## src/krts_pkg.sv

```systemverilog
// Shared types and codes for the keyed record table.
package krts_pkg;

  localparam logic [1:0] MODE_ADD    = 2'd0;
  localparam logic [1:0] MODE_SEARCH = 2'd1;
  localparam logic [1:0] MODE_SORT   = 2'd2;

  localparam logic [2:0] ST_ADDED     = 3'd0;
  localparam logic [2:0] ST_FULL      = 3'd1;
  localparam logic [2:0] ST_FOUND     = 3'd2;
  localparam logic [2:0] ST_NOT_FOUND = 3'd3;
  localparam logic [2:0] ST_SORTED    = 3'd4;
  localparam logic [2:0] ST_TOO_LONG  = 3'd5;

  localparam int QUEUE_DEPTH = 4;

  typedef enum logic [1:0] {
    CMD_CHAR,
    CMD_ADD,
    CMD_SEARCH,
    CMD_SORT
  } cmd_kind_t;

  typedef struct packed {
    cmd_kind_t   kind;
    logic [7:0]  ch;
    logic [15:0] copies;
  } cmd_t;

endpackage

```

## src/krts_front.sv

```systemverilog
// Front end: accepts input transfers and turns them into commands.
module krts_front (
  input  logic                clk,
  input  logic                rst,
  input  logic                s_axis_tvalid,
  output logic                s_axis_tready,
  input  logic [31:0]         s_axis_tdata,  // mode[1:0], key_char[9:2], copies_in[25:10]
  input  logic                s_axis_tlast,  // key_last
  output logic                cmd_valid,
  output krts_pkg::cmd_t      cmd,
  input  logic                cmd_ready
);

  logic                 keep;
  krts_pkg::cmd_t       cmd_next;
  logic [1:0]           mode;

  assign mode = s_axis_tdata[1:0];
  assign s_axis_tready = !cmd_valid || cmd_ready;

  always_comb begin
    cmd_next.ch     = s_axis_tdata[9:2];
    cmd_next.copies = s_axis_tdata[25:10];
    cmd_next.kind   = krts_pkg::CMD_CHAR;
    keep            = 1'b1;
    unique case (mode)
      krts_pkg::MODE_ADD: begin
        cmd_next.kind = s_axis_tlast ? krts_pkg::CMD_ADD : krts_pkg::CMD_CHAR;
      end
      krts_pkg::MODE_SEARCH: begin
        cmd_next.kind = s_axis_tlast ? krts_pkg::CMD_SEARCH : krts_pkg::CMD_CHAR;
      end
      krts_pkg::MODE_SORT: begin
        cmd_next.kind = krts_pkg::CMD_SORT;
      end
      default: begin
        keep = 1'b0;
      end
    endcase
  end

  always_ff @(posedge clk) begin
    if (rst) begin
      cmd_valid <= 1'b0;
    end else if (s_axis_tready) begin
      cmd_valid <= s_axis_tvalid && keep;
    end
    if (s_axis_tready && s_axis_tvalid && keep) begin
      cmd <= cmd_next;
    end
  end

endmodule

```

## config.mk

```make
export PLATFORM = sky130hd
export DESIGN_NAME = krts_front
export DESIGN_NICKNAME = d
export VERILOG_FILES = /design/src/krts_pkg.sv /design/src/krts_front.sv
export SDC_FILE = /design/constraint.sdc
export NUM_CORES = 1
export LEC_CHECK = 0
export BUFFER_PORTS_ARGS = -buffer_cell sky130_fd_sc_hd__clkbuf_2
export CORE_ASPECT_RATIO = 1.4
export CORE_UTILIZATION = 38
export DETAILED_ROUTE_END_ITERATION = 12
export GPL_TIMING_DRIVEN = 0
export PLACE_DENSITY = 0.81
export SYNTH_ARGS = -nofsm -noshare
export SYNTH_HDL_FRONTEND = slang
export SYNTH_SLANG_ARGS = --single-unit
export TNS_END_PERCENT = 30
```

## constraint.sdc

```tcl
create_clock -name clk -period 2.46 [get_ports clk]
set_input_delay 0.369 -clock clk [delete_from_list [all_inputs] [get_ports clk]]
set_output_delay 0.369 -clock clk [all_outputs]
set_load 0.05 [all_outputs]
```

==> flow_summary.toml, run 1 <==
[floorplanning]
die_y_um = 58.0
dieArea_mm2 = 0.00244
core_mm2 = 0.00204
core.rowCount = 19
fp.dieW_um = 42.0
num_io_pins = 65
start_util = 0.417

[sta]
drv_slew = 0
worst_pin_slew_ns = 1.20
rsz0062_at_grt = "false"
fmax_mhz = 560
clock_skew_ns = 0.00263
relSlewSlack = 0.193
setup_viol = 0
holdWs_ns = 0.204
min_period_over_period = 0.726
setup_tns_ns = 0
min_period_ns = 1.79
hold_viol = 0

[grt]
grt-ovfl-total = 0
antenna_found_initial = 0
grt_pass1_wl_um = 2030
gr-usage-all-layers = 0.115
grt_pass1_vias = 518
grt_max_degree = 27

[clock_tree]
cts_tree = "yes"
ctsResizeCount = 0
clk_path_buf_depth = 2
ctsHoldBuffers = 0
post_cts_buffers = 0
cts_root_buf = "clkbuf_4"
clock_latency_ns = 0.31
cts-htree-levels = 1
cts_sinks = 27
clk_pin_slew_ns = 0.13
numCtsBuffers = 3

[pwr]
vdd_drop_max_uv = 513
p_total_uw = 878
p_per_area_mw_per_mm2 = 733
leakage_nw = 0.539

[cells_and_area]
drive_above_1_share = 0.633
final_util = 0.586
fin_cells = 119
fill_cells = 164
antenna-diode-count = 0
area_growth_syn_to_layout_pct = 40.5
nets = 136

[placed_design]
io_buffer_count = 58
dp_cells = 115
gp_congestion = 0.745

[synth]
synthFlopType = "edfxtp_1"
syn_nets = 73
netlist_top_cells_count = "26 x edfxtp_1, 2 x nor2_1"
synth_cells = 36
yosys.area.top_type = "edfxtp_1"
ys_warn_count = 0
synthesis.area_um2 = 852
synthTopCellsByArea = "edfxtp_1 92%, dfxtp_1 2.3%, a21bo_1 1.2%, nand3b_1 0.88%, nor2_1 0.88%"
synth-async-reset-ratio = 0
yosys_register_bits = 27
synth_edf_count = 26
synth.distinct_cells = 10
ys_seq_area_frac = 0.940
synth_most_common_cell = "edfxtp_1"
synth_top_area_frac = 0.916
avgSynthCellArea_um2 = 23.7

[setup_path]
crit_fanout = 26
critPathLaunchType = "flip-flop"
cp_data_required_time_ns = 2.40
critical-path-slowest-cell = "nor2b_2"
worstSetupPathType = "reg2reg"
cp.arrival_ns = 1.73
end_kind = "flip-flop"
max_stage_delay_ns = 0.97
critPathTopFamily = "simple AND/OR/NAND/NOR gates"
cp-startpoint = "cmd_valid"
cp_num_buf_inv = 0
regToRegStartpoint = "cmd_valid"
cp_cell_sequence = "nand2b_1 -> nor2b_2"

[hold_path]
hold_class = "in2reg"
hold_start = "rst"

[routing]
drc_errors = 0
wire_per_inst_um = 11.6
dr.first_iter.drc_count = 7
first_pass_iters = 2
vias = 542
ant_nets = 0
wirelength_um = 1380
viasPerCell = 4.55

[job]
maxCapViolations = 0

[status]
outcome = "completed"
[final cells by class]
type                            instances  area (um2)  share of cell area
Timing Repair Buffer                   58         290               0.242
Multi-Input combinational cell          8        50.0              0.0418
Sequential cell                        27         801               0.669
Clock buffer                            4        26.3              0.0219
Inverter                                1        3.75             0.00313
Tap cell                               21        26.3              0.0219
[worst paths after layout]
check / slack (ns) / cells after the start / to
hold reg to reg: 0.54 / 2 / cmd_valid
setup / recovery: 0.67 / 2 / cmd[21]
hold / removal: 0.20 / 2 / cmd_valid
setup reg to reg: 0.67 / 2 / cmd[21]
[logic make-up after synthesis]
logic type / share of synthesized area
flip-flops: 0.940
buffers and inverters: 0.00440
AO/OA/AOI/OAI: 0.0235
AND/OR/NAND/NOR: 0.0323
[registers in the layout, indices dropped and copies added (netlist names)]
signal / cells
cmd_valid: 1
cmd: 26
[per-layer routing]
| metal | global-route usage | wire [um] | vias up |
|---|---|---|---|
| met5 | 0 | 0 | - |
| met4 | 0.0804 | 12 | 0 |
| met3 | 0.0405 | 146 | 2 |
| met2 | 0.205 | 744 | 39 |
| met1 | 0.108 | 471 | 238 |
| li1 | - | - | 263 |
[where the power goes]
part | internal (mW) | switching, mW | total (mW)
combinational | 0.0362 | 0.121 | 0.157
sequential | 0.536 | 0.00636 | 0.543
clock | 0.0633 | 0.115 | 0.178
total | 0.636 | 0.242 | 0.878
[per-stage QoR]
| step | area, um2 | worst slack (ns) |
|---|---|---|
| detailed placement | 1170 | 0.400 |
| floorplan | 855 | 0.266 |
| CTS | 1200 | 0.652 |
| finish | 1200 | 0.673 |
| global route | 1200 | 0.527 |
| global placement | 1170 | 0.479 |
[worst register-to-register path, cell delays in order, from the launching register on]
cell and delay [ns]:
dfxtp_1 0.34, nand2b_1 0.11, nor2b_2 0.97
[layout by cell type, fill, tap and decap left out]
cell      instances
a21bo_1           1
a21oi_1           1
clkbuf_1          1
clkbuf_2         58
clkbuf_4          3
dfxtp_1           1
edfxtp_1         26
inv_1             1
nand2b_1          1
nand3b_1          1
nor2_1            2
nor2b_2           1
o21ai_0           1
(Power assumes the default switching activity.)
==> run 2: changes to the inputs <==
--- a/config.mk
+++ b/config.mk
@@ -7,10 +7,10 @@
 export LEC_CHECK = 0
 export BUFFER_PORTS_ARGS = -buffer_cell sky130_fd_sc_hd__clkbuf_2
 export CORE_ASPECT_RATIO = 1.4
-export CORE_UTILIZATION = 38
+export CORE_UTILIZATION = 34
 export DETAILED_ROUTE_END_ITERATION = 12
 export GPL_TIMING_DRIVEN = 0
-export PLACE_DENSITY = 0.81
+export PLACE_DENSITY = 0.77
 export SYNTH_ARGS = -nofsm -noshare
 export SYNTH_HDL_FRONTEND = slang
 export SYNTH_SLANG_ARGS = --single-unit
==> constraint.sdc (replaced) <==
create_clock -name clk -period 1.5 [get_ports clk]
set_input_delay 0.225 -clock clk [delete_from_list [all_inputs] [get_ports clk]]
set_output_delay 0.225 -clock clk [all_outputs]
set_load 0.05 [all_outputs]
==> run 2 against run 1 <==
Against the previous run: global-route usage fell by 0.97 points; critical path depth did not move; setup slack got worse by 0.54 ns; largest power group unchanged; total power rose by 64%; critical path type unchanged.
==> flow_summary.toml, run 2 (synthesis gave the netlist of run 1 again) <==
[cells_and_area]
largest-register = "cmd"
area_growth_syn_to_layout_pct = 44.1
drive_above_1_share = 0.653
largest_register_ff_count = 26
final_cell_mix = "58 x clkbuf_2, 26 x edfxtp_1, 3 x clkbuf_4"
reg.largest.list = "cmd x26, cmd_valid x1"
fin_cells = 132
antenna-diode-count = 0
nets = 136
layout_commonest_cell = "clkbuf_2"
final_cell_area_mm2 = 0.00123

[grt]
grt_pass1_vias = 515
grt-ovfl-total = 0
grt_pass1_wl_um = 1990
grt_max_degree = 27
antenna_found_initial = 0
gr-usage-all-layers = 0.106

[sta]
drv_slew = 0
min_period_ns = 1.36
worst_pin_slew_ns = 0.669
relSlewSlack = 0.553
rsz0062_at_grt = "false"
min_period_over_period = 0.909
setup_viol = 0
fmax_mhz = 733
clock_skew_ns = 0.000658
hold_viol = 0
holdWs_ns = 0.0495

[clock_tree]
cts_root_buf = "clkbuf_4"
cts_sinks = 27
post_cts_buffers = 0
ctsResizeCount = 0
ctsHoldBuffers = 0
clk_path_buf_depth = 2
cts_tree = "yes"
numCtsBuffers = 3
cts-htree-levels = 1
clk_pin_slew_ns = 0.12
clock_latency_ns = 0.30

[routing]
drc_errors = 0
vias = 554
wirelength_um = 1420
viasPerCell = 4.20
wire_per_inst_um = 10.8
ant_nets = 0
first_pass_iters = 2
dr.first_iter.drc_count = 5

[setup_path]
regToRegStartpoint = "cmd_valid"
worstSetupPathType = "reg2reg"
critPathLaunchType = "flip-flop"
cp-startpoint = "cmd_valid"
crit_fanout = 26
cp_cell_sequence = "nand2b_4 -> nor2b_4"
cp_data_required_time_ns = 1.45
end_kind = "flip-flop"
max_stage_delay_ns = 0.57
cp.arrival_ns = 1.32
critical-path-slowest-cell = "nor2b_4"

[pwr]
vdd_drop_max_uv = 663
leakage_nw = 0.551
p_per_area_mw_per_mm2 = 1170
p_total_mw = 1.44

[placed_design]
dp_cells = 128
dpl_cell_area_mm2 = 0.00120
io_buffer_count = 58
gp_congestion = 0.762

[floorplanning]
core.rowCount = 21
num_io_pins = 65
fp.dieW_um = 44.3
core_mm2 = 0.00239
dieArea_mm2 = 0.00271
die_y_um = 61.2
start_util = 0.356

[hold_path]
hold_class = "in2reg"
hold_start = "rst"

[status]
outcome = "completed"

[job]
maxCapViolations = 0
## run 2: cell counts in the layout (fill, tap and decap cells not counted)
No cell type changed its count.
## run 2: worst paths after layout
kind	to	slack (ns)	cells after the start
max	cmd[0]	0.14	2
min	cmd_valid	0.05	2
max reg2reg	cmd[0]	0.14	2
min reg2reg	cmd_valid	0.51	2
## run 2: per-stage QoR
stage	setup TNS, ns	util	worst slack, ns
floorplan	0	-	0.00514
global placement	0	0.502	0.00842
detailed placement	-0.922	0.502	-0.0366
CTS	0	0.513	0.106
global route	0	0.513	0.0555
finish	0	0.513	0.136
## run 2: area by class of cell
class / instances / area (um2)
inverters: 1 / 3.75
fillers: 216 / 1160
clock buffers: 4 / 26.3
multi-input cells: 8 / 62.6
flip-flops and latches: 27 / 802
repair buffers: 58 / 290
well taps: 34 / 42.5
## run 2: power by group
part	leakage, nW	total, mW	internal, mW	switching, mW
Sequential	0.256	0.891	0.879	0.0114
Combinational	0.280	0.262	0.0623	0.200
Clock	0.0150	0.284	0.104	0.180
## run 2: layer usage
layer / routed length (um) / part of all wire / track usage / vias to the layer above
met5: 0 / 0 / 0 / -
met4: 8 / 0.0056 / 0.0649 / 0
met3: 127 / 0.089 / 0.0323 / 2
met2: 825 / 0.58 / 0.197 / 35
met1: 461 / 0.32 / 0.0978 / 254
li1: - / - / - / 263
## run 2: worst max-delay path: cells and delay by family (launching register included)
family,cells,cell delay [ns]
DFF,1,0.36
and+or+nand+nor,2,0.64
==> run 3: changes to the inputs <==
--- a/config.mk
+++ b/config.mk
@@ -9,7 +9,6 @@
 export CORE_ASPECT_RATIO = 1.4
 export CORE_UTILIZATION = 34
 export DETAILED_ROUTE_END_ITERATION = 12
-export GPL_TIMING_DRIVEN = 0
 export PLACE_DENSITY = 0.77
 export SYNTH_ARGS = -nofsm -noshare
 export SYNTH_HDL_FRONTEND = slang
==> run 3 against run 2 <==
Against the previous run: total power up 0.25%; via count grew 1.1%; global-route usage down 0.55 points; sequential share of layout area down 1.0 points; critical path type is now reg2out; wire length fell by 3.1%; critical endpoint is now s_axis_tready; highest routed layer unchanged; non-clock buffer count rose by 1; combinational power is 3% higher; core utilization grew 0.84 points; largest cell class unchanged.
==> flow_summary.toml, run 3 (synthesis gave the netlist of run 1 again) <==
[setup_path]
cp.arrival_ns = 0.99
critPathLaunchType = "flip-flop"
cp_data_required_time_ns = 1.27
end_kind = "output port"
crit_fanout = 3
rrSetupSlack_ns = 0.42
worstSetupPathType = "reg2out"

[floorplanning]
fp.dieW_um = 44.3
die_y_um = 61.2
dieArea_mm2 = 0.00271
core.rowCount = 21
start_util = 0.356
num_io_pins = 65
core_mm2 = 0.00239

[cells_and_area]
largest_register_ff_count = 26
reg.largest.list = "cmd x26, cmd_valid x1"
largest-register = "cmd"
area_growth_syn_to_layout_pct = 46.4
nets = 137
final_cell_area_mm2 = 0.00125
drive_above_1_share = 0.657
final_cell_mix = "58 x clkbuf_2, 26 x edfxtp_1, 3 x clkbuf_4"
antenna-diode-count = 0
final_util = 0.522
layout_commonest_cell = "clkbuf_2"

[sta]
fmax_mhz = 823
setup_ws_ns = 0.285
setup_viol = 0
drv_slew = 0
clock_skew_ns = 0.00361
setup_tns_ns = 0
hold_viol = 0
rsz0062_at_grt = "false"
worst_pin_slew_ns = 0.285
min_period_over_period = 0.810
relSlewSlack = 0.811
min_period_ns = 1.21

[routing]
viasPerCell = 4.21
wirelength_um = 1380
vias = 560
ant_nets = 0
dr.first_iter.drc_count = 8
drc_errors = 0
first_pass_iters = 4
wire_per_inst_um = 10.4

[placed_design]
pre_cts_slack_ns = 0.264
dpl_cell_area_mm2 = 0.00122
io_buffer_count = 58
gp_congestion = 0.768

[grt]
grt_max_degree = 25
grt_pass1_wl_um = 1900
grt_pass1_vias = 518
grt-ovfl-total = 0
antenna_found_initial = 0
gr-usage-all-layers = 0.100

[clock_tree]
cts_sinks = 27
ctsHoldBuffers = 0
ctsResizeCount = 0
cts-htree-levels = 1
cts_root_buf = "clkbuf_4"
clk_pin_slew_ns = 0.12
clk_path_buf_depth = 2
clock_latency_ns = 0.30
post_cts_buffers = 0
numCtsBuffers = 3
cts_tree = "yes"

[status]
outcome = "completed"

[pwr]
leakage_nw = 0.560
p_per_area_mw_per_mm2 = 1150
vdd_drop_max_uv = 601

[hold_path]
hold_class = "in2reg"

[job]
maxCapViolations = 0
==> run 3: cell types whose count changed in the layout (fill, tap and decap cells not counted) <==
cell,delta
buf_12,+1
==> run 3: power by group <==
group          leakage (nW)  total, mW  internal [mW]  switching, mW
clock network        0.0150      0.280          0.104          0.176
registers             0.256      0.890          0.879         0.0112
logic                 0.289      0.270         0.0698          0.201
==> run 3: final cells by class <==
| type | count | area [um2] |
|---|---|---|
| Multi-Input combinational cell | 8 | 62.6 |
| Timing Repair Buffer | 59 | 310 |
| Tap cell | 34 | 42.5 |
| Inverter | 1 | 3.75 |
| Clock buffer | 4 | 26.3 |
| Fill cell | 207 | 1140 |
| Sequential cell | 27 | 802 |
==> run 3: worst paths after layout <==
kind | startpoint | to | depth (start not counted)
hold reg to reg | cmd_valid | cmd_valid | 2
setup reg to reg | cmd_valid | cmd[3] | 3
hold / removal | rst | cmd_valid | 2
setup / recovery | cmd_valid | s_axis_tready | 2
==> run 3: routing by layer <==
| metal | GRT usage | wire (um) |
|---|---|---|
| met5 | 0 | 0 |
| met4 | 0.0649 | 8 |
| met3 | 0.0323 | 129 |
| met2 | 0.181 | 768 |
| met1 | 0.0961 | 471 |
==> run 3: critical path: stages, from the launching register on <==
cell and delay [ns]:
dfxtp_2 0.35, nand2b_4 0.07, clkbuf_2 0.27
==> run 3: per-stage QoR <==
stage	hold slack, ns	power, mW	cells
2_1_floorplan	0.287	1.09	36
3_3_place_gp	0.373	1.17	129
3_5_place_dp	0.379	1.18	129
4_1_cts	0.0376	1.46	133
5_1_grt	0.0342	1.50	133
6_report	0.0530	1.44	133
