## config.mk

```make
export PLATFORM = sky130hd
export DESIGN_NAME = krts_queue
export DESIGN_NICKNAME = d
export VERILOG_FILES = /design/src/krts_pkg.sv /design/src/krts_queue.sv
export SDC_FILE = /design/constraint.sdc
export NUM_CORES = 1
export LEC_CHECK = 0
export ABC_AREA = 0
export BUFFER_PORTS_ARGS = -buffer_cell sky130_fd_sc_hd__buf_2
export CAP_MARGIN = 40
export CORE_MARGIN = 3
export CORE_UTILIZATION = 50
export CTS_CLUSTER_SIZE = 8
export DETAILED_ROUTE_END_ITERATION = 16
export HOLD_SLACK_MARGIN = 0.12
export PLACE_DENSITY = 0.74
export SLEW_MARGIN = 20
export SYNTH_ARGS = -nofsm -noshare
export SYNTH_HDL_FRONTEND = slang
export SYNTH_SLANG_ARGS = --single-unit
export TNS_END_PERCENT = 20
```

## constraint.sdc

```tcl
create_clock -name clk -period 1.96 [get_ports clk]
set_input_delay 0.098 -clock clk [delete_from_list [all_inputs] [get_ports clk]]
set_output_delay 0.098 -clock clk [all_outputs]
set_load 0.02 [all_outputs]
```

## src/krts_pkg.sv

```systemverilog
// Shared types and codes for the keyed record table.
package krts_pkg;

  localparam logic [1:0] MODE_ADD    = 2'd0;
  localparam logic [1:0] MODE_SEARCH = 2'd1;
  localparam logic [1:0] MODE_SORT   = 2'd2;

  localparam logic [2:0] ST_ADDED     = 3'd0;
  localparam logic [2:0] ST_FULL      = 3'd1;
  localparam logic [2:0] ST_FOUND     = 3'd2;
  localparam logic [2:0] ST_NOT_FOUND = 3'd3;
  localparam logic [2:0] ST_SORTED    = 3'd4;
  localparam logic [2:0] ST_TOO_LONG  = 3'd5;

  localparam int QUEUE_DEPTH = 4;

  typedef enum logic [1:0] {
    CMD_CHAR,
    CMD_ADD,
    CMD_SEARCH,
    CMD_SORT
  } cmd_kind_t;

  typedef struct packed {
    cmd_kind_t   kind;
    logic [7:0]  ch;
    logic [15:0] copies;
  } cmd_t;

endpackage

```

## src/krts_queue.sv

```systemverilog
// Short command queue between front and back.
module krts_queue (
  input  logic           clk,
  input  logic           rst,
  input  logic           in_valid,
  output logic           in_ready,
  input  krts_pkg::cmd_t in_cmd,
  output logic           out_valid,
  input  logic           out_ready,
  output krts_pkg::cmd_t out_cmd
);

  localparam int PW = $clog2(krts_pkg::QUEUE_DEPTH);

  krts_pkg::cmd_t mem [krts_pkg::QUEUE_DEPTH];
  logic [PW-1:0]  wr_ptr;
  logic [PW-1:0]  rd_ptr;
  logic [PW:0]    fill;
  logic           push;
  logic           pop;

  assign in_ready  = (fill != (PW+1)'(krts_pkg::QUEUE_DEPTH));
  assign out_valid = (fill != '0);
  assign out_cmd   = mem[rd_ptr];
  assign push      = in_valid && in_ready;
  assign pop       = out_valid && out_ready;

  always_ff @(posedge clk) begin
    if (rst) begin
      wr_ptr <= '0;
      rd_ptr <= '0;
      fill   <= '0;
    end else begin
      if (push) wr_ptr <= wr_ptr + 1'b1;
      if (pop) rd_ptr <= rd_ptr + 1'b1;
      if (push && !pop) fill <= fill + 1'b1;
      else if (pop && !push) fill <= fill - 1'b1;
    end
    if (push) mem[wr_ptr] <= in_cmd;
  end

endmodule

```

==> results by stage, run 1 <==
Outcome:
- The run finished with clean final reports.

Global route:
- The number of global-route vias before repair is 2,249.
- The initial antenna violation count is 0.
- Entering global routing, the biggest net connects 27 pins.
- In the global route stage, overall resource usage came out at 0.166.
- The total global routing overflow is 0.
- The global-route wire length before repair is 11.8 mm.

Worst setup path:
- The critical path's slowest cell is dfxtp_4.
- Traced cell by cell, the critical path runs through o31ai_4, ha_2, inv_1, fa_2, xor2_1, or3_1, a21oi_1.
- The number of buffer and inverter stages on the critical path is 1.
- The largest single stage delay on the critical path is 0.36 ns.
- Grouping stages by cell kind, the critical path spends the most delay in adder cells.
- STA classifies the critical path startpoint as a flop.
- The critical path arrival is 2.33 ns.
- For the worst setup path, the data required time is 2.39 ns.
- In this run the worst path has a maximum fanout of 5.
- The kind of capture point of the worst setup path is a flop.
- The type of the setup path with the least slack is flop to flop.

Die:
- From left edge to right edge, the die measures 98.3 um.
- The core region is 8260 sq um.
- The area of the die is 9670 sq um.
- For this configuration, the core starts out at a cell density of 0.516.
- The number of cell rows is 33.
- In this run the count of I/O pins placed on the die edge is 58.
- The die outline height is 98.3 um.

CTS:
- Clock tree synthesis selected as its root buffer the cell clkbuf_8.
- The clock transition time at the flip-flop clock pins of the worst setup and hold paths is 0.05 ns.
- Counting the buffers created by CTS gives 17.
- Counting every sink on the clock net gives 113.
- CTS built an H-tree with a depth of 4.
- TritonCTS built the clock tree.
- The clock tree buffer depth is 2.
- The later pin in the worst-skew pair is clocked with a latency of 0.50 ns.

Synth:
- Yosys mapped the design onto 25 distinct sky130hd cell types.
- The most area-hungry cell type in the Yosys netlist is edfxtp_1.
- Of the synthesized area, sequential elements account for 0.775.
- The share of the synthesized area in the top cell type is 0.733.
- By area the synthesized netlist is led by edfxtp_1, mux4_2, dfxtp_1, mux4_1, ha_1.
- The gate count of the mapped netlist is 184.
- The average size of a mapped cell is 23.2 sq um.
- For this run, the number of Yosys warnings is 0.
- After synthesis the netlist holds a flip-flop and latch count of 113.
- The number of nets in the synthesized netlist is 220.
- The synthesized netlist occupies a cell area of 4260 sq um.

Drt:
- The final layout contains routed wiring with a total length of 7.78 mm.
- The average wire per standard cell is 18.7 um.
- The number of vias per cell is 5.24.
- In this run the remaining antenna-violating nets after routing total 0.
- After the first detailed-routing iteration, the DRC count stood at 74.
- The first detailed-routing pass took 5 iterations.
- After detailed routing, the number of remaining DRC violations is 0.
- The total vias in the final route is 2,174.

Power and ir drop:
- The maximum resistive drop on vdd is 0.00111 V.
- The static leakage is 0.00205 uW.
- The power density normalized to cell area is 1450 nW/um^2.

Timing:
- The worst path needs 1.90 ns of the cycle, external delays included.
- Between clock sinks in the finished design, the worst skew comes to 0.00834 ns.
- Measured against its own limit, the worst slew margin works out to 0.680.
- The maximum frequency from static timing analysis is 527 MHz.
- The final setup violation count is 0.
- The max-slew violation count is 0.
- The final hold violation count came to 0.
- The transition at the pin with the smallest max-transition slack is 0.475 ns.
- Of the available clock period, the critical path in the final layout requires 0.968.
- For the final routed database, the setup TNS stands at 0 ns.

Final layout:
- Fill cells in the final layout number 533.
- The sequential cells in the finished layout cover a total of 3310 sq um.
- From synthesis to final layout, the design area changed by 34.4%.
- The final layout contains 333 nets.
- The final non-filler cell total is 415.
- The ratio of cells with drive above 1 in the final layout is 0.435.
- In the final layout, the multi-input gates occupy 878 sq um.
- 0 antenna diodes ended up in the layout.

Flow run:
- The tool flagged a number of max-cap violations equal to 0.

Hold path:
- The type of the tightest min-delay check is input port to flop.

Placed design:
- The port buffer count is 57.
- The placed cell count is 349.
- At the end of routability-driven placement, the weighted congestion stood at 0.800.
- The HPWL after detailed placement is 4.04 mm.
worst register-to-register path, delay by kind of cell (launching register included):
kind / cells / cell delay (ns)
AOI/OAI and AO/OA: 2 / 0.39
xor gates and xnor gates: 1 / 0.16
adders and majority gates: 2 / 0.56
buffers and inverters: 1 / 0.06
DFF: 1 / 0.36
and+or+nand+nor: 1 / 0.31
synthesized netlist by cell type, drive strengths merged:
cell type,instances
fa,1
mux4,26
or3,2
buf,5
nand2b,2
edfxtp,104
a21boi,1
mux2,1
a21oi,1
nand2,1
and2,4
o311ai,1
clkbuf,2
o21ai,1
o31ai,1
mux2i,2
xor2,4
nor2,8
inv,3
ha,5
dfxtp,9
cells by family (layout without fill, tap and decap cells):
logic type | Yosys count | count (layout) | share of synthesized area
AOI/OAI and AO/OA | 5 | 5 | 0.00880
xor gates and xnor gates | 4 | 4 | 0.00822
adders and majority gates | 6 | 6 | 0.0194
buffers and inverters | 10 | 136 | 0.0191
DFF | 113 | 113 | 0.775
muxes | 29 | 29 | 0.150
and+or+nand+nor | 17 | 17 | 0.0197
cell usage in the layout (no fill, tap or decap), types with 2 or more instances in the layout:
cell           instances
nand2b_1               2
clkinvlp_4             2
bufinv_16              4
dfxtp_4                3
clkinv_2               2
buf_2                 57
dlygate4sd3_1         29
dfxtp_1                6
xor2_1                 4
nor2_1                 8
ha_1                   4
inv_1                  3
buf_4                  9
clkbuf_8               5
clkbuf_16             18
clkbuf_1               2
mux4_2                25
or3_1                  2
edfxtp_1             104
buf_12                 3
and2_1                 4
mux2i_1                2
flip-flops by register name, summed over array words and instances, names as in the netlist, named ones only:
signal and flops:
wr_ptr 2, fill 3, rd_ptr 2, mem 104
timing repair:
action / in CTS / in global routing
hold buffers: 29 / 0
resized for setup: 6 / 4
hold endpoints to repair: 113 / 0
buffers inserted: 0 / 2
setup endpoints to repair: 6 / 21
gates cloned: 0 / 3
pin swaps: 1 / 3
stage by stage:
step                      power, uW   util  cell area [sq um]  hold WS [ns]  worst slack, ns
final                          8290  0.694               5730         0.349           0.0632
after global routing           8650  0.694               5730         0.334          -0.0313
after CTS                      8200  0.683               5640         0.320         -0.00977
after detailed placement       4910  0.573               4730         0.317          -0.0453
after global placement         4870  0.573               4730         0.310           0.0373
after floorplan                4400      -               4270         0.197           0.0182
report_power, final:
part	internal [uW]	switching (uW)	leakage (uW)
clock	2200	989	0.000304
combinational	966	1050	0.000717
sequential	2950	136	0.00103
layer usage:
layer,share of wire,global-route usage,up-vias
met5,0,0,-
met4,0.0081,0.0630,0
met3,0.053,0.0600,9
met2,0.52,0.269,74
met1,0.42,0.206,1102
li1,-,-,989
path summary, 6_finish.rpt:
check / startpoint / to / slack, ns / cells after the start
worst max register to register: fill[0] / fill[2] / 0.06 / 7
worst min-delay path: in_cmd[15] / mem[3][15] / 0.35 / 2
worst min register to register: wr_ptr[1] / wr_ptr[1] / 0.52 / 2
worst max-delay path: fill[0] / fill[2] / 0.06 / 7
area by class of cell:
cell class	instances	area share
Sequential cell	113	0.578
Multi-Input combinational cell	61	0.153
Timing Repair Buffer	101	0.133
Clock buffer	23	0.0832
Clock inverter	9	0.0269
Tap cell	105	0.0229
Inverter	3	0.00197
Power figures use the tool's default switching activity.
==> inputs of run 2 (changes only) <==
--- a/config.mk
+++ b/config.mk
@@ -13,7 +13,7 @@
 export CTS_CLUSTER_SIZE = 8
 export DETAILED_ROUTE_END_ITERATION = 16
 export HOLD_SLACK_MARGIN = 0.12
-export PLACE_DENSITY = 0.74
+export PLACE_DENSITY = 0.71
 export SLEW_MARGIN = 20
 export SYNTH_ARGS = -nofsm -noshare
 export SYNTH_HDL_FRONTEND = slang
==> constraint.sdc (replaced) <==
create_clock -name clk -period 2.2 [get_ports clk]
set_input_delay 0.11 -clock clk [delete_from_list [all_inputs] [get_ports clk]]
set_output_delay 0.11 -clock clk [all_outputs]
set_load 0.02 [all_outputs]
==> results by stage, run 2 (synthesis gave the netlist of run 1 again) <==
Timing:
- The setup TNS after final layout is 0 ns (unchanged).
- The maximum frequency from static timing analysis is 479 MHz (was 527 MHz).
- The worst hold slack is 0.152 ns (was 0.349 ns).
- The final hold violation count came to 0 (unchanged).
- The final worst-path cycle share is 0.950 (was 0.968).
- The clock skew after layout is 0.00678 ns (was 0.00834 ns).
- The final setup violation count is 0 (unchanged).
- Setup repair after global routing left no endpoint under its margin.
- The final critical path time including I/O delays and setup is 2.09 ns (was 1.90 ns).
- The relative max-transition margin was 0.748 (was 0.680).
- The max-slew violation count is 0 (unchanged).
- The transition at the pin with the smallest max-transition slack is 0.374 ns (was 0.475 ns).

Global route:
- The layer carrying the most global-route usage is met2 (unchanged).
- The global-route wire length before repair is 12.2 mm (was 11.8 mm).
- The total global routing overflow was 0 (unchanged).
- The initial antenna violation count came to 0 (unchanged).
- The met3 track demand over resource in global routing came to 0.0550 (was 0.0600).
- The met2 usage in global routing is 0.292 (was 0.269).
- The number of global-route vias before repair is 2,403 (was 2,249).
- The global routing met1 resource utilization is 0.197 (was 0.206).
- The largest net degree at the start of global routing came to 27 (unchanged).
- The overall track demand over capacity in global routing came to 0.169 (was 0.166).

Worst setup path:
- The termination of the worst setup path is fill[2] (unchanged).
- The kind of capture point of the worst setup path is a flop (unchanged).
- The type of element launching the critical path is a flop (unchanged).
- The gate family responsible for the most delay along the worst path was adder cells (unchanged).
- The critical path startpoint is fill[0] (unchanged).
- The critical path's slowest cell was fa_1 (was dfxtp_4).
- The delay of the slowest critical-path stage is 0.38 ns (was 0.36 ns).
- The number of buffer and inverter stages on the critical path came to 1 (unchanged).
- The worst flop-to-flop path endpoint is fill[2] (unchanged).
- The biggest fanout along the worst timing path is 6 (was 5).
- The number of gates on the worst path with buffers counted was 7 (unchanged).
- The type of the setup path with the least slack is flop to flop (unchanged).
- The required time at the endpoint of the critical path was 2.62 ns (was 2.39 ns).
- The critical path arrival is 2.51 ns (was 2.33 ns).
- The number of cell instances on the worst register-to-register path is 7 (unchanged).
- The register-to-register path setup slack is 0.11 ns (was 0.06 ns).
- The launch point of the worst reg-to-reg path was fill[0] (unchanged).
- Chain of cells forming the critical path: o31ai_1, ha_1, inv_1, fa_1, xor2_1, or3_1, a21oi_1 (was o31ai_4, ha_2, inv_1, fa_2, xor2_1, or3_1, a21oi_1).

Placed design:
- The final RePlAce weighted congestion is 0.678 (was 0.800).
- The port buffer count is 57 (unchanged).
- The half-perimeter wire length of the detailed placement result is 4.31 mm (was 4.04 mm).

Die:
- The placeable core area is 8260 sq um (unchanged).
- The number of top-level pins came to 58 (unchanged).
- The number of cell rows is 33 (unchanged).
- The die outline height is 98.3 um (unchanged).
- The initial core utilization is 0.516 (unchanged).
- The area of the die is 9670 sq um (unchanged).
- The die boundary width is 98.3 um (unchanged).

Final layout:
- The ratio of cells with drive above 1 in the final layout was 0.389 (was 0.435).
- Commonest cells after routing, fill and taps aside: edfxtp_1, buf_2, dlygate4sd3_1 (unchanged).
- The register with the most flip-flops is mem (unchanged).
- Top flop regs: mem: 104 flops, fill: 3 flops (unchanged).
- The number of antenna cells inserted is 0 (unchanged).
- The flip-flop count of the largest register after layout was 104 (unchanged).
- The number of nets in the layout was 329 (was 333).
- The signed area change from the synthesized netlist to the final layout is 31.6% (was 34.4%).
- The commonest non-fill, non-tap cell in the layout is edfxtp_1 (unchanged).

Flow run:
- The count of max-cap constraint violations came to 0 (unchanged).

CTS:
- The clock insertion delay at the later pin of the skew report came to 0.50 ns (about the same).
- The library cell used as clock root buffer is clkbuf_8 (unchanged).
- The clock transition time at the flip-flop clock pins of the worst setup and hold paths is 0.05 ns (about the same).
- The clock tree buffer depth is 2 (unchanged).
- The number of buffers inserted during clock tree synthesis came to 17 (unchanged).
- The number of sinks on the clock net is 113 (unchanged).
- The CTS tree was built (unchanged).
- The number of setup buffers added after CTS is 0 (unchanged).
- The H-tree depth is 4 (unchanged).

Drt:
- The number of nets with antenna violations after detailed routing is 0 (unchanged).
- The residual DRC count is 0 (unchanged).
- The average wire per standard cell is 17.9 um (was 18.7 um).
- The number of optimization iterations in the first detailed-route pass came to 4 (was 5).
- The sum of routed wire length over all layers is 7.36 mm (was 7.78 mm).
- The detailed router's first-iteration violation count is 83 (was 74).
- The number of vias per cell is 5.22 (was 5.24).
- The total vias in the final route is 2,145 (was 2,174).

Power and ir drop:
- The power density normalized to cell area is 1270 nW/um^2 (was 1450 nW/um^2).
- The combinational power share is 0.222 (was 0.243).
- The switching power summed over all nets came to 1830 uW (was 2170 uW).
- The static leakage came to 0.00203 uW (was 0.00205 uW).
- The proportion of power drawn by flip-flops and latches is 0.387 (was 0.373).
- The maximum resistive drop on vdd is 0.000617 V (was 0.00111 V).
- The relative contribution of the clock network to total power is 0.390 (was 0.384).
- The internal cell power is 5280 uW (was 6120 uW).
- The switching part of the total is 0.258 (was 0.262).

Hold path:
- The type of the tightest min-delay check is input port to flop (unchanged).

Outcome:
- Status: finished, final reports clean (unchanged).
-- run 2: changes by cell type in the layout (fill, tap and decap cells not counted), sizes merged --
cell	change
dlygate4sd3	-1
bufinv	+1
buf	-1
clkbuf	-7
clkinv	+6
clkinvlp	-2
-- run 2: metrics by stage --
stage,cells,total power [uW],util,setup WS [ns],instance area [sq um]
2_1_floorplan,184,3910,-,0.198,4260
3_3_place_gp,351,4320,0.571,0.171,4710
3_5_place_dp,351,4340,0.571,0.113,4710
4_1_cts,411,7200,0.679,0.00547,5610
5_1_grt,411,7410,0.679,0.0171,5610
6_report,411,7110,0.679,0.111,5610
-- run 2: worst min-delay path, stage by stage --
cell and delay (ns):
buf_2 0.08, a21boi_2 0.17, buf_4 0.16, mux2i_1 0.07
-- run 2: worst min-delay path by stage --
stage	start	end	slack, ns	cells past startpoint
2_1_floorplan	in_cmd[0]	mem[0][0]	0.21	0
3_3_place_gp	in_cmd[21]	mem[1][21]	0.32	1
3_5_place_dp	in_cmd[2]	mem[2][2]	0.33	1
4_1_cts	in_valid	wr_ptr[1]	0.13	4
5_1_grt	in_valid	wr_ptr[1]	0.18	4
6_report	in_valid	wr_ptr[1]	0.15	4
-- run 2: area by class of cell --
type                       count  area, sq um
timing repair buffer          97          668
clock buffer                  18          418
sequential                   113         3310
tap                          105          131
inverter                       3         11.3
fill                         544         2650
multi-input combinational     61          878
clock inverter                14          194
-- run 2: per-layer routing --
metal  wire length [um]  part of all wire  vias to the layer above
met5                  0                 0                        -
met4                 93             0.013                        0
met3                341             0.046                       14
met2               3920              0.53                       61
met1               3000              0.41                     1085
li1                   -                 -                      985
-- run 2: power groups by stage --
stage	registers (uW)	clock network [uW]	logic, uW
after floorplan	2730	0	1180
after global placement	2770	0	1540
after detailed placement	2790	0	1550
after CTS	2750	2830	1620
after global routing	2780	2930	1700
final	2750	2770	1580
-- run 2: repair_timing --
| item | 4_1_cts | 5_1_grt |
|---|---|---|
| hold buffers | 28 | 0 |
| endpoints found under the setup margin | 0 | 3 |
| gates resized for setup | 0 | 1 |
| hold endpoints to repair | 113 | 0 |
